$ cat src/hw/rtl/kbc_pkg.sv
package kbc_pkg;

	// word and field widths
	localparam int WORD_BITS   = 64;
	localparam int WORD_PORT_W = 64;
	localparam int COUNT_W     = 7;
	localparam int BASE_W      = 6;
	localparam int CODE_W      = 5;
	localparam int LETTER_W    = 7;
	localparam int KIND_W      = 3;

	// letter map geometry
	localparam int MAP_ENTRIES = 128;
	localparam int MAP_AW      = $clog2(MAP_ENTRIES);

	// stream packing
	localparam int IN_DATA_W  = 80;
	localparam int OUT_DATA_W = 72;

	// config port
	localparam int             ADDR_W    = 3;
	localparam logic [ADDR_W-1:0] REG_BASE = 3'd0;
	localparam logic [BASE_W-1:0] BASE_RESET = 6'd5;
	localparam logic [BASE_W-1:0] BASE_MIN   = 6'd2;

	// item kinds
	localparam logic [KIND_W-1:0] KIND_LOAD   = 3'd0;
	localparam logic [KIND_W-1:0] KIND_APPEND = 3'd1;
	localparam logic [KIND_W-1:0] KIND_ADDH   = 3'd2;
	localparam logic [KIND_W-1:0] KIND_CHOP   = 3'd3;
	localparam logic [KIND_W-1:0] KIND_DROP   = 3'd4;
	localparam logic [KIND_W-1:0] KIND_FWD    = 3'd5;
	localparam logic [KIND_W-1:0] KIND_BACK   = 3'd6;
	localparam logic [KIND_W-1:0] KIND_MAP    = 3'd7;

	// request into the letter map
	typedef struct packed {
		logic              we;
		logic              re;
		logic [MAP_AW-1:0] addr;
		logic [CODE_W-1:0] wdata;
	} map_req_t;

endpackage

$ cat src/hw/rtl/kbc_letter_map.sv
module kbc_letter_map (
	input  logic                   clk,
	input  logic                   arst_n,
	input  kbc_pkg::map_req_t      req,
	output logic [kbc_pkg::CODE_W-1:0] rdata
);
	import kbc_pkg::*;

	logic [CODE_W-1:0] mem [MAP_ENTRIES];
	logic [MAP_ENTRIES-1:0] valid_q;
	logic [CODE_W-1:0] rdata_q;

	// storage, no reset
	always_ff @(posedge clk) begin
		if (req.we) begin
			mem[req.addr] <= req.wdata;
		end
	end

	// per-entry valid bits, unwritten letters read as code zero
	always_ff @(posedge clk or negedge arst_n) begin
		if (!arst_n) begin
			valid_q <= '0;
		end else if (req.we) begin
			valid_q[req.addr] <= 1'b1;
		end
	end

	// registered read
	always_ff @(posedge clk) begin
		if (req.re) begin
			rdata_q <= valid_q[req.addr] ? mem[req.addr] : '0;
		end
	end

	assign rdata = rdata_q;

endmodule

$ cat src/hw/rtl/kmer_base_code_register_unit.sv
// k-mer register packed as a base-n number with nonzero digits.
// input stream: s_tuser carries the item kind, s_tdata the letter, the map
// code and the load word. one result item leaves on the m_ stream per input
// item: the packed word, its digit count and the empty head-drop flag.
// the number base is set through the apb port (register 0, reset 5). the user
// must change it only while no item is in flight; the block does not enforce it.
// one item is worked at a time; s_tready is high only while idle.
// every kind ends with a power search over the digits, sharing one 64x6
// multiplier and one 71-bit subtractor. chop tail adds a restoring division,
// head drop adds a power search, a check state and a remainder, append adds
// an append state and add head a power search and an add-head state.
// the finished result sits in an output register; the next item is taken
// while it waits, and a new result waits for the register to drain.
// reset clears the word, the letter map valid bits and the output valid,
// and returns the base to 5.
module kmer_base_code_register_unit (
	input  logic                           clk,
	input  logic                           arst_n,
	// s_tdata: letter[6:0], code[11:7], load_value[75:12], zero pad
	input  logic                           s_tvalid,
	output logic                           s_tready,
	input  logic [kbc_pkg::IN_DATA_W-1:0]  s_tdata,
	// s_tuser: kind[2:0]
	input  logic [kbc_pkg::KIND_W-1:0]     s_tuser,
	// m_tdata: word[63:0], digit_count[70:64], empty_error[71]
	output logic                           m_tvalid,
	input  logic                           m_tready,
	output logic [kbc_pkg::OUT_DATA_W-1:0] m_tdata,
	input  logic                           psel,
	input  logic                           penable,
	input  logic                           pwrite,
	input  logic [kbc_pkg::ADDR_W-1:0]     paddr,
	input  logic [31:0]                    pwdata,
	output logic [31:0]                    prdata,
	output logic                           pready
);
	import kbc_pkg::*;

	localparam int STATE_W = 3;
	localparam logic [STATE_W-1:0] S_IDLE   = 3'd0;
	localparam logic [STATE_W-1:0] S_APPEND = 3'd1;
	localparam logic [STATE_W-1:0] S_SEARCH = 3'd2;
	localparam logic [STATE_W-1:0] S_ADDH   = 3'd3;
	localparam logic [STATE_W-1:0] S_DIV    = 3'd4;
	localparam logic [STATE_W-1:0] S_DROP   = 3'd5;
	localparam logic [STATE_W-1:0] S_MOD    = 3'd6;
	localparam logic [STATE_W-1:0] S_DONE   = 3'd7;

	localparam int PROD_W = WORD_BITS + BASE_W;
	localparam int SUB_W  = WORD_BITS + BASE_W + 1;
	localparam int CNT_W  = $clog2(WORD_BITS);
	localparam logic [CNT_W-1:0] DIV_LAST = CNT_W'(WORD_BITS - 1);
	localparam logic [CNT_W-1:0] MOD_LAST = CNT_W'(BASE_W - 1);

	logic [STATE_W-1:0] state_q, state_d, ret_q, ret_d;
	logic [KIND_W-1:0]  kind_q;
	logic [WORD_BITS-1:0] w_q, unit_q, prev_q;
	logic [COUNT_W-1:0] n_q;
	logic               over_q;
	logic [BASE_W-1:0]  rem_q;
	logic [CNT_W-1:0]   cnt_q;
	logic               err_q;
	logic [BASE_W-1:0]  base_q, b_eff;
	logic               m_tvalid_q;
	logic [OUT_DATA_W-1:0] m_tdata_q;

	logic               accept, out_free, start_search, search_more;
	logic [LETTER_W-1:0] in_letter;
	logic [CODE_W-1:0]  in_code, code_q;
	logic [WORD_BITS-1:0] in_load;
	map_req_t           map_req;

	logic [WORD_BITS-1:0] mul_a;
	logic [BASE_W-1:0]  mul_b;
	logic [PROD_W-1:0]  prod;
	logic [SUB_W-1:0]   sub_a, sub_b, diff;
	logic               ge;
	logic [BASE_W:0]    div_t;

	// field unpacking
	assign in_letter = s_tdata[6:0];
	assign in_code   = s_tdata[11:7];
	assign in_load   = s_tdata[12 +: WORD_BITS];

	assign s_tready = (state_q == S_IDLE);
	assign accept   = s_tvalid && s_tready;
	assign out_free = !m_tvalid_q || m_tready;
	assign m_tvalid = m_tvalid_q;
	assign m_tdata  = m_tdata_q;

	// config register
	assign pready = 1'b1;
	assign prdata = (paddr == REG_BASE) ? {{(32 - BASE_W){1'b0}}, base_q} : 32'd0;
	assign b_eff  = (base_q < BASE_MIN) ? BASE_MIN : base_q;

	always_ff @(posedge clk or negedge arst_n) begin
		if (!arst_n) begin
			base_q <= BASE_RESET;
		end else if (psel && penable && pwrite && pready && paddr == REG_BASE) begin
			base_q <= pwdata[BASE_W-1:0];
		end
	end

	// letter map, read at accept
	always_comb begin
		map_req.we    = accept && (s_tuser == KIND_MAP);
		map_req.re    = accept;
		map_req.addr  = MAP_AW'(in_letter);
		map_req.wdata = in_code;
	end

	kbc_letter_map u_map (
		.clk    (clk),
		.arst_n (arst_n),
		.req    (map_req),
		.rdata  (code_q)
	);

	// shared multiplier
	always_comb begin
		case (state_q)
			S_ADDH: begin
				mul_a = unit_q;
				mul_b = BASE_W'(code_q);
			end
			S_SEARCH: begin
				mul_a = unit_q;
				mul_b = b_eff;
			end
			default: begin
				mul_a = w_q;
				mul_b = b_eff;
			end
		endcase
	end
	assign prod = PROD_W'(mul_a) * PROD_W'(mul_b);

	// shared subtract and compare
	assign div_t = {rem_q, w_q[WORD_BITS-1]};
	always_comb begin
		case (state_q)
			S_DIV: begin
				sub_a = SUB_W'(div_t);
				sub_b = SUB_W'(b_eff);
			end
			S_MOD: begin
				sub_a = SUB_W'(w_q);
				sub_b = SUB_W'(prev_q) << cnt_q;
			end
			default: begin
				sub_a = SUB_W'(w_q);
				sub_b = SUB_W'(unit_q);
			end
		endcase
	end
	assign diff = sub_a - sub_b;
	assign ge   = !diff[SUB_W-1];

	assign search_more = !over_q && ge;

	// sequencer
	always_comb begin
		state_d = state_q;
		ret_d   = S_DONE;
		case (state_q)
			S_IDLE: begin
				if (accept) begin
					case (s_tuser)
						KIND_APPEND: state_d = S_APPEND;
						KIND_CHOP, KIND_BACK: state_d = S_DIV;
						default: state_d = S_SEARCH;
					endcase
					if (s_tuser == KIND_ADDH) begin
						ret_d = S_ADDH;
					end else if (s_tuser == KIND_DROP || s_tuser == KIND_FWD) begin
						ret_d = S_DROP;
					end
				end
			end
			S_APPEND, S_ADDH: state_d = S_SEARCH;
			S_SEARCH: begin
				if (!search_more) begin
					state_d = ret_q;
				end
			end
			S_DIV: begin
				if (cnt_q == '0) begin
					state_d = S_SEARCH;
				end
				if (kind_q == KIND_BACK) begin
					ret_d = S_ADDH;
				end
			end
			S_DROP: begin
				if (n_q != '0) begin
					state_d = S_MOD;
				end else begin
					state_d = (kind_q == KIND_FWD) ? S_APPEND : S_SEARCH;
				end
			end
			S_MOD: begin
				if (cnt_q == '0) begin
					state_d = (kind_q == KIND_FWD) ? S_APPEND : S_SEARCH;
				end
			end
			S_DONE: begin
				if (out_free) begin
					state_d = S_IDLE;
				end
			end
			default: state_d = S_IDLE;
		endcase
	end

	assign start_search = (state_d == S_SEARCH) && (state_q != S_SEARCH);

	// control registers
	always_ff @(posedge clk or negedge arst_n) begin
		if (!arst_n) begin
			state_q <= S_IDLE;
			ret_q   <= S_DONE;
			w_q     <= '0;
			m_tvalid_q <= 1'b0;
		end else begin
			state_q <= state_d;
			if (start_search) begin
				ret_q <= ret_d;
			end
			// packed word updates
			case (state_q)
				S_IDLE: begin
					if (accept && s_tuser == KIND_LOAD) begin
						w_q <= in_load;
					end
				end
				S_APPEND: w_q <= prod[WORD_BITS-1:0] + WORD_BITS'(code_q);
				S_ADDH:   w_q <= w_q + prod[WORD_BITS-1:0];
				S_DIV:    w_q <= {w_q[WORD_BITS-2:0], ge};
				S_DROP: begin
					if (n_q == '0) begin
						w_q <= '0;
					end
				end
				S_MOD: begin
					if (ge) begin
						w_q <= diff[WORD_BITS-1:0];
					end
				end
				default: w_q <= w_q;
			endcase
			// output register
			if (state_q == S_DONE && out_free) begin
				m_tvalid_q <= 1'b1;
			end else if (m_tready) begin
				m_tvalid_q <= 1'b0;
			end
		end
	end

	// datapath registers
	always_ff @(posedge clk) begin
		if (accept) begin
			kind_q <= s_tuser;
			err_q  <= 1'b0;
		end
		// power search iteration
		if (start_search) begin
			unit_q <= WORD_BITS'(1);
			n_q    <= '0;
			over_q <= 1'b0;
		end else if (state_q == S_SEARCH && search_more) begin
			n_q    <= n_q + COUNT_W'(1);
			prev_q <= unit_q;
			over_q <= (prod[PROD_W-1:WORD_BITS] != '0);
			unit_q <= prod[WORD_BITS-1:0];
		end
		// iteration counters and division remainder
		case (state_q)
			S_IDLE: begin
				cnt_q <= DIV_LAST;
				rem_q <= '0;
			end
			S_DIV: begin
				cnt_q <= cnt_q - CNT_W'(1);
				rem_q <= ge ? diff[BASE_W-1:0] : div_t[BASE_W-1:0];
			end
			S_DROP: begin
				cnt_q <= MOD_LAST;
				if (n_q == '0) begin
					err_q <= 1'b1;
				end
			end
			S_MOD: cnt_q <= cnt_q - CNT_W'(1);
			default: cnt_q <= cnt_q;
		endcase
		if (state_q == S_DONE && out_free) begin
			m_tdata_q <= {err_q, n_q, WORD_PORT_W'(w_q)};
		end
	end

	// checks
	a_busy_after_accept: assert property (@(posedge clk) disable iff (!arst_n)
		s_tvalid && s_tready |=> !s_tready)
		else $error("input accepted while an item is in flight");

	a_count_range: assert property (@(posedge clk) disable iff (!arst_n)
		state_q == S_SEARCH |-> n_q <= COUNT_W'(WORD_BITS))
		else $error("digit count past word width");

	a_result_loaded: assert property (@(posedge clk) disable iff (!arst_n)
		state_q == S_DONE && !m_tvalid_q |=> m_tvalid_q && state_q == S_IDLE)
		else $error("finished item not moved to output register");

	a_mod_only_nonempty: assert property (@(posedge clk) disable iff (!arst_n)
		state_q == S_DROP && n_q == '0 |=> state_q != S_MOD)
		else $error("remainder started on an empty word");

endmodule

$ cat config.mk
export PLATFORM = sky130hd
export DESIGN_NAME = kmer_base_code_register_unit
export DESIGN_NICKNAME = d
export VERILOG_FILES = /design/src/hw/rtl/kbc_pkg.sv /design/src/hw/rtl/kbc_letter_map.sv /design/src/hw/rtl/kmer_base_code_register_unit.sv
export SDC_FILE = /design/constraint.sdc
export NUM_CORES = 2
export LEC_CHECK = 0
export BUFFER_PORTS_ARGS = -buffer_cell sky130_fd_sc_hd__buf_2
export CAP_MARGIN = 10
export CORE_ASPECT_RATIO = 1.5
export CORE_UTILIZATION = 40
export DETAILED_ROUTE_END_ITERATION = 6
export GPL_ROUTABILITY_DRIVEN = 0
export HOLD_SLACK_MARGIN = 0.06
export SYNTH_ARGS = -nofsm -noshare
export SYNTH_HDL_FRONTEND = slang
export SYNTH_SLANG_ARGS = --single-unit
$ cat constraint.sdc
create_clock -name clk -period 14.67 [get_ports clk]
set_input_delay 0 -clock clk [delete_from_list [all_inputs] [get_ports clk]]
set_output_delay 0 -clock clk [all_outputs]
set_load 0.1 [all_outputs]
==> Word-level counts from Yosys, hierarchy flattened <==
Memory sizes are Yosys's and may differ from the RTL's. A register that Yosys moved wholly into a read port is not among the register bits.
Index checks and enable logic that the tools add are counted.
W data, S select, Z words.
{ "word_totals": {"memories": 1, "output_inout_bits": 107, "elab_cells": 121, "latch_bits": 0, "rom_bits": 0, "regBits": 429, "ramBits": 640} }
{ "memory_table": {"columns": ["name", "words", "word_bits", "rd", "rd_ports_with_merged_regs", "wr", "line_no", "rtl"], "rows": [
  ["u_map.mem", 128, 5, 1, 1, 1, "kbc_letter_map.sv:9", "logic [CODE_W-1:0] mem [MAP_ENTRIES];"]
]} }
{ "op_classes": {"n_reduce_logical": 34, "div": 0, "n_shift": 1, "n_lt_le_gt_ge": 3, "addsub": 5, "n_mul": 1, "n_eq_ne": 21, "muxes": 38, "bitwise_logic": 2} }
{ "op_table": {"columns": ["cell", "n"], "rows": [
  ["$pmux W64 S6", 1],
  ["$mux W64", 5],
  ["$pmux W71 S2", 1],
  ["$or A128 B128 Y128", 1],
  ["$shl A64 B6 Y71", 1],
  ["$sub A71 B71 Y71", 1],
  ["$mul A64 B6 Y70", 1],
  ["$add A64 B5 Y64", 1],
  ["$add A64 B64 Y64", 1],
  ["$eq A3 B3 Y1 const B", 10],
  ["$mux W3", 9],
  ["$mux W6", 4],
  ["$pmux W3 S7", 1],
  ["$pmux W6 S3", 1],
  ["$eq A3 B2 Y1 const B", 5],
  ["$pmux W3 S2", 2],
  ["$pmux W6 S2", 1],
  ["$reduce_bool A6 Y1", 2],
  ["$logic_and A1 B1 Y1", 11],
  ["$logic_not A3 Y1", 3],
  ["$mux W1", 9],
  ["$lt A7 B8 Y1 const B", 1],
  ["$reduce_or A2 Y1", 4],
  ["$add A7 B1 Y7 const B", 1],
  ["20 further kinds", 28]
]} }

==> Longest topological paths before layout <==
{ "depth": {"word_depth": 12, "mapped_depth": 38} }

==> By module <==
Synthesis repeated with hierarchy kept, for this count alone.
{ "unflattened": {"hier_cells": 6170, "area_unflattened_um2": 68268.0} }
{ "by_module_without_submodules": {"columns": ["mod", "seq_area_each_um2", "n_inst", "cells_per_inst", "area_per_inst_um2"], "rows": [
  ["kmer_base_code_register_unit", 7902.6, 1, 4521, 38057.8],
  ["kbc_letter_map", 22571.6, 1, 1649, 30210.2]
]} }

==> Worst setup path before layout <==
OpenSTA, ideal clock, no wires.
{ "synth_path": {"path_kind": "flip-flop to flip-flop", "startpoint": "register state_q[0]", "endpoint": "register w_q[62]", "t_required_ns": 14.538, "setup_time_ns": 0.132, "n_path_buf": 4, "arrival_time_ns": 8.864, "stages_incl_launch_ff": 37, "slack_ns": 5.674, "cell_sequence": "dfrtp_1 > clkbuf_1 > clkinv_1 > nor2_1 > nand2_1 > clkbuf_1 > mux2i_1 > clkbuf_1 > nor2_1 > fa_1 > inv_1 > fa_1 > fa_1 > inv_1 > ha_1 > o21ai_0 > o21ai_0 > nor4b_1 > o21a_1 > o31a_1 > nor3_1 > o31ai_1 > a21oi_1 > o21ai_0 > xnor2_1 > ha_1 > clkbuf_1 > nand2_1 > or4_1 > a311oi_1 > nor3_1 > o31ai_1 > a41oi_1 > o31ai_1 > xor2_1 > a221oi_1 > o21ai_0"} }
{ "synth_via": {"elab_chain_len": 6, "elab_cells_between_ends": 25, "classes_between": "add/sub: 3; mul: 1; eq/ne: 9; mux: 6; reduce/logical: 6"} }
{ "synth_lines": {"columns": ["element", "line_no", "rtl"], "rows": [
  ["from (decl)", "kmer_base_code_register_unit.sv:55", "logic [STATE_W-1:0] state_q, state_d, ret_q, ret_d;"],
  ["from (signal assigned)", "kmer_base_code_register_unit.sv:225", "state_q <= state_d;"],
  ["$eq A3 B2 Y1", "kmer_base_code_register_unit.sv:121", "case (state_q)"],
  ["$reduce_or A2 Y1 (no source line)", null, null],
  ["$mux W64", "kmer_base_code_register_unit.sv:121", null],
  ["$mul A64 B6 Y70 *", "kmer_base_code_register_unit.sv:136", "assign prod = PROD_W'(mul_a) * PROD_W'(mul_b);"],
  ["via prod[34]", "kmer_base_code_register_unit.sv:75", "logic [PROD_W-1:0] prod;"],
  ["$add A64 B64 Y64 / $add A64 B5 Y64 (equally long branches)", "kmer_base_code_register_unit.sv:237, kmer_base_code_register_unit.sv:236", null],
  ["$pmux W64 S6 *", "kmer_base_code_register_unit.sv:230", "case (state_q)"],
  ["to (signal assigned)", "kmer_base_code_register_unit.sv:233", "w_q <= in_load;"],
  ["to (signal assigned)", "kmer_base_code_register_unit.sv:237", "S_ADDH: w_q <= w_q + prod[WORD_BITS-1:0];"],
  ["to (signal assigned)", "kmer_base_code_register_unit.sv:238", "S_DIV: w_q <= {w_q[WORD_BITS-2:0], ge};"],
  ["to (decl)", "kmer_base_code_register_unit.sv:57", "logic [WORD_BITS-1:0] w_q, unit_q, prev_q;"]
]} }
Mark *: on every way through the listed nets, which the timed path passes. The rest lies on a longest branch. The select of a mux whose other input is x is not followed.
A chain may end at the register's enable or synchronous reset.

==> Worst setup path after layout <==
{ "layout_path": {"startpoint": "register state_q[2]", "endpoint": "register w_q[62]"} }
The elaborated chain is that of the path after synthesis.

==> flow_summary.rst <==
.. list-table::
   :header-rows: 1

   * - Metric
     - Value
   * - Drt wl/cell
     - 25.9 um
   * - Pin count of the biggest net entering global routing
     - 109
   * - Result of the run
     - complete, no violations
   * - Final number of max-transition violations
     - 0
   * - Fraction of met1 tracks used by global routing
     - 0.301
   * - Reg2reg end
     - w_q[62]$_DFFE_PN0P_
   * - Layout net count
     - 7140
   * - Clock transition at the register clock pins on the worst setup and hold paths after CTS
     - 0.07 ns
   * - Total of fill cells in the finished design
     - 15700
   * - Launching point of the worst reg2reg path
     - state_q[2]$_DFF_PN0_
   * - Critical setup path kind
     - flop to flop
   * - Total die area
     - 170000 um2
   * - Final setup slack of the worst path
     - 3.12 ns
   * - Max capacitance violation total
     - 0
   * - CORE AREA
     - 166000 um2
   * - Detail Placement HPWL
     - 163000 um
   * - Data required, critical path
     - 15.27 ns
   * - Critical-path maximum fanout
     - 45
   * - Met2 GRT Util
     - 0.455
   * - Type of the worst min-delay path
     - input pin to flop
   * - Final antenna-violating net count
     - 0
   * - Slew Limit Headroom
     - 0.0437
   * - Die Span Y
     - 504 um
   * - Storage cell area
     - 30500 um2
   * - Slowest library cell on the worst path
     - sky130_fd_sc_hd__nor3_1
   * - Ys Warns
     - 0
   * - TritonCTS Sinks
     - 1073
   * - Most frequent cells in the layout
     - sky130_fd_sc_hd__edfxtp_1, sky130_fd_sc_hd__nor2_1, sky130_fd_sc_hd__nand2_1, sky130_fd_sc_hd__a21oi_1, sky130_fd_sc_hd__inv_1
   * - Unrepaired setup endpoints after global routing
     - no
   * - Peak Freq
     - 0.0866 GHz
   * - Number of synthesized register bits
     - 1073
   * - Hold buffers post-CTS
     - 99
   * - Antenna violations before repair
     - 7
   * - Commonest register cell after synthesis
     - sky130_fd_sc_hd__edfxtp_1
   * - GRT overflow
     - 0
   * - GRT busiest layer
     - met2
   * - Fraction of registers with async set/reset
     - 0.190
   * - Starting density of the core
     - 0.404
   * - First-pass GRT wire length
     - 338000 um
   * - Via density
     - 6.03
   * - Slew of the pin with the lowest slew margin
     - 1.43 ns
   * - Routed vias
     - 53500
   * - Number of enable-type register cells in the synthesized netlist
     - 796
   * - Final count of hold timing violations
     - 0
   * - Deepest level of the CTS H-tree
     - 3
   * - I/O Buffers
     - 174
   * - Number of unique standard cell types used by synthesis
     - 93
   * - Non-filler instance count after layout
     - 8873
   * - Footprint of the multi-input gates
     - 33800 um2
   * - Clock latency reported for the late side of the worst-skew pair
     - 0.75 ns
   * - Setup violations, final
     - 0
   * - Clock tree from TritonCTS
     - built
   * - Hold-critical path endpoint
     - w_q[17]$_DFFE_PN0P_
   * - Most frequent standard cell in the layout excluding fill and tap cells
     - sky130_fd_sc_hd__edfxtp_1
   * - Kind of start point of the critical path
     - flop
   * - Placement-stage worst setup slack
     - 3.53 ns
   * - Final cell utilization of the core
     - 0.449
   * - Via count of the first global-routing pass
     - 53000
   * - Post-cts sizing count
     - 0
   * - Synth-to-Final Area Change
     - 11.0%
   * - Number of remaining DRC errors
     - 0
   * - Final worst-path cycle share
     - 0.787
   * - I/O pins
     - 232
   * - Met3 usage
     - 0.0404
   * - Crit path top cell by count
     - sky130_fd_sc_hd__buf_4
   * - Die extent in x
     - 337 um
   * - Total standard cell area after synthesis
     - 67200 um2
   * - Share of post-route cells with drive strength above 1
     - 0.116
   * - Final clock skew
     - 0.0419 ns
   * - Iter 0 DRT Violations
     - 5517
   * - Worst setup slack for register-to-register paths
     - 3.12 ns
   * - Cells after DPL
     - 8570
   * - TritonCTS Buffers
     - 103
   * - Cell at the root of the clock tree
     - sky130_fd_sc_hd__clkbuf_16
   * - Number of instances on the worst hold path
     - 4
   * - Type of element capturing the critical path
     - flop
   * - Origin of the worst min-delay path
     - s_tdata[29]
   * - Worst Reg-to-Reg Cells
     - 37
   * - Shortest period the worst path allows
     - 11.55 ns
   * - Largest stage delay, worst path
     - 0.86 ns
   * - Mean instance size in the synthesized netlist
     - 10.4 um2
   * - WL final
     - 230000 um
   * - Post-CTS setup buffers
     - 0
   * - Sequential cell area fraction in the yosys report
     - 0.453
   * - Number of detailed-route iterations in the first pass
     - 7
   * - Post-Route Setup TNS
     - 0 ns
   * - GRT Total Usage
     - 0.265
   * - Cell Rows
     - 183
   * - Clk buf depth
     - 3
   * - Post-synthesis cell count
     - 6491
   * - Data arrival, critical path
     - 12.15 ns
==> metal layers <==
metal / routed length (um) / up-vias / part of all wire
met5: 38 / - / 0.00017
met3: 16300 / 736 / 0.071
met4: 18000 / 6 / 0.078
li1: - / 23800 / -
met1: 82900 / 26500 / 0.36
met2: 113000 / 2507 / 0.49
==> how the worst max path moves through the flow <==
stage	from	end	depth (start not counted)
finish	state_q[2]$_DFF_PN0_	w_q[62]$_DFFE_PN0P_	37
global route	state_q[2]$_DFF_PN0_	w_q[62]$_DFFE_PN0P_	37
CTS	state_q[2]$_DFF_PN0_	w_q[62]$_DFFE_PN0P_	37
detailed placement	state_q[2]$_DFF_PN0_	w_q[62]$_DFFE_PN0P_	37
global placement	state_q[2]$_DFF_PN0_	w_q[62]$_DFFE_PN0P_	37
floorplan	state_q[0]$_DFF_PN0_	w_q[62]$_DFFE_PN0P_	36
==> through the flow <==
| step | hold slack, ns | cell area (um2) |
|---|---|---|
| CTS | 0.0663 | 74600 |
| floorplan | -0.296 | 67300 |
| finish | 0.125 | 74600 |
| global placement | -0.0977 | 70100 |
| detailed placement | -0.0948 | 70100 |
| global route | 0.150 | 74600 |
==> cell families (layout without fill, tap and decap cells) <==
family / count (synthesis) / after routing / synth area share
fa+ha+maj: 460 / 460 / 0.114
simple gates: 2001 / 2001 / 0.137
flops: 1073 / 1073 / 0.453
buf+inv: 786 / 916 / 0.0477
mux: 293 / 293 / 0.0559
xor+xnor: 183 / 183 / 0.0238
other cells: 2 / 34 / 0.000112
compound gates: 1693 / 1693 / 0.168
==> sequential cells by signal, indices dropped and copies added (netlist names), 5 cells and up <==
name / cells
base_q: 6
cnt_q: 6
m_tdata: 72
n_q: 7
prev_q: 64
rem_q: 6
u_map.mem: 640
u_map.rdata: 5
u_map.valid_q: 128
unit_q: 64
w_q: 64
==> area by class of cell <==
class,instances,share of cell area
sequential,1073,0.409
clock inverter,56,0.00927
multi-input combinational,4657,0.453
clock buffer,140,0.0380
inverter,347,0.0175
tap,2220,0.0372
antenna,7,0.000235
timing repair buffer,373,0.0360
==> worst max-delay path: cells and delay by family, from the launching register on <==
kind            cells  cell delay [ns]
fa+ha+maj           5             2.27
compound gates     15             3.43
xor+xnor            2             0.57
simple gates        7             3.09
buf+inv             8             1.54
flops               1             0.38
==> synth_stat cells (48+ instances only) <==
cell type | count | area (um2)
sky130_fd_sc_hd__mux4_2 | 55 | 1240
sky130_fd_sc_hd__a22oi_1 | 339 | 2540
sky130_fd_sc_hd__and2_1 | 89 | 557
sky130_fd_sc_hd__mux2_2 | 75 | 845
sky130_fd_sc_hd__nand2_1 | 598 | 2240
sky130_fd_sc_hd__edfxtp_1 | 796 | 23900
sky130_fd_sc_hd__o21ai_0 | 299 | 1500
sky130_fd_sc_hd__mux2i_1 | 159 | 1590
sky130_fd_sc_hd__a21oi_1 | 377 | 1890
sky130_fd_sc_hd__xor2_1 | 70 | 613
sky130_fd_sc_hd__xnor2_1 | 113 | 990
sky130_fd_sc_hd__buf_1 | 53 | 199
sky130_fd_sc_hd__a22o_1 | 52 | 455
sky130_fd_sc_hd__ha_1 | 209 | 2620
sky130_fd_sc_hd__a221oi_1 | 64 | 561
sky130_fd_sc_hd__dfxtp_1 | 73 | 1460
sky130_fd_sc_hd__nand3_1 | 56 | 280
sky130_fd_sc_hd__a211oi_1 | 51 | 383
sky130_fd_sc_hd__nand4_1 | 127 | 795
sky130_fd_sc_hd__nor3_1 | 48 | 240
sky130_fd_sc_hd__clkbuf_1 | 312 | 1170
sky130_fd_sc_hd__or2_2 | 141 | 882
sky130_fd_sc_hd__fa_1 | 251 | 5020
sky130_fd_sc_hd__a31oi_1 | 79 | 494
sky130_fd_sc_hd__dfrtp_1 | 200 | 5000
sky130_fd_sc_hd__and3_1 | 92 | 576
sky130_fd_sc_hd__a21o_1 | 102 | 766
sky130_fd_sc_hd__nor2_1 | 715 | 2680
sky130_fd_sc_hd__inv_1 | 340 | 1280
Power is left out: the tool's default activity adds up to more than one toggle a clock period on the data nets, which glitch-free logic cannot reach.
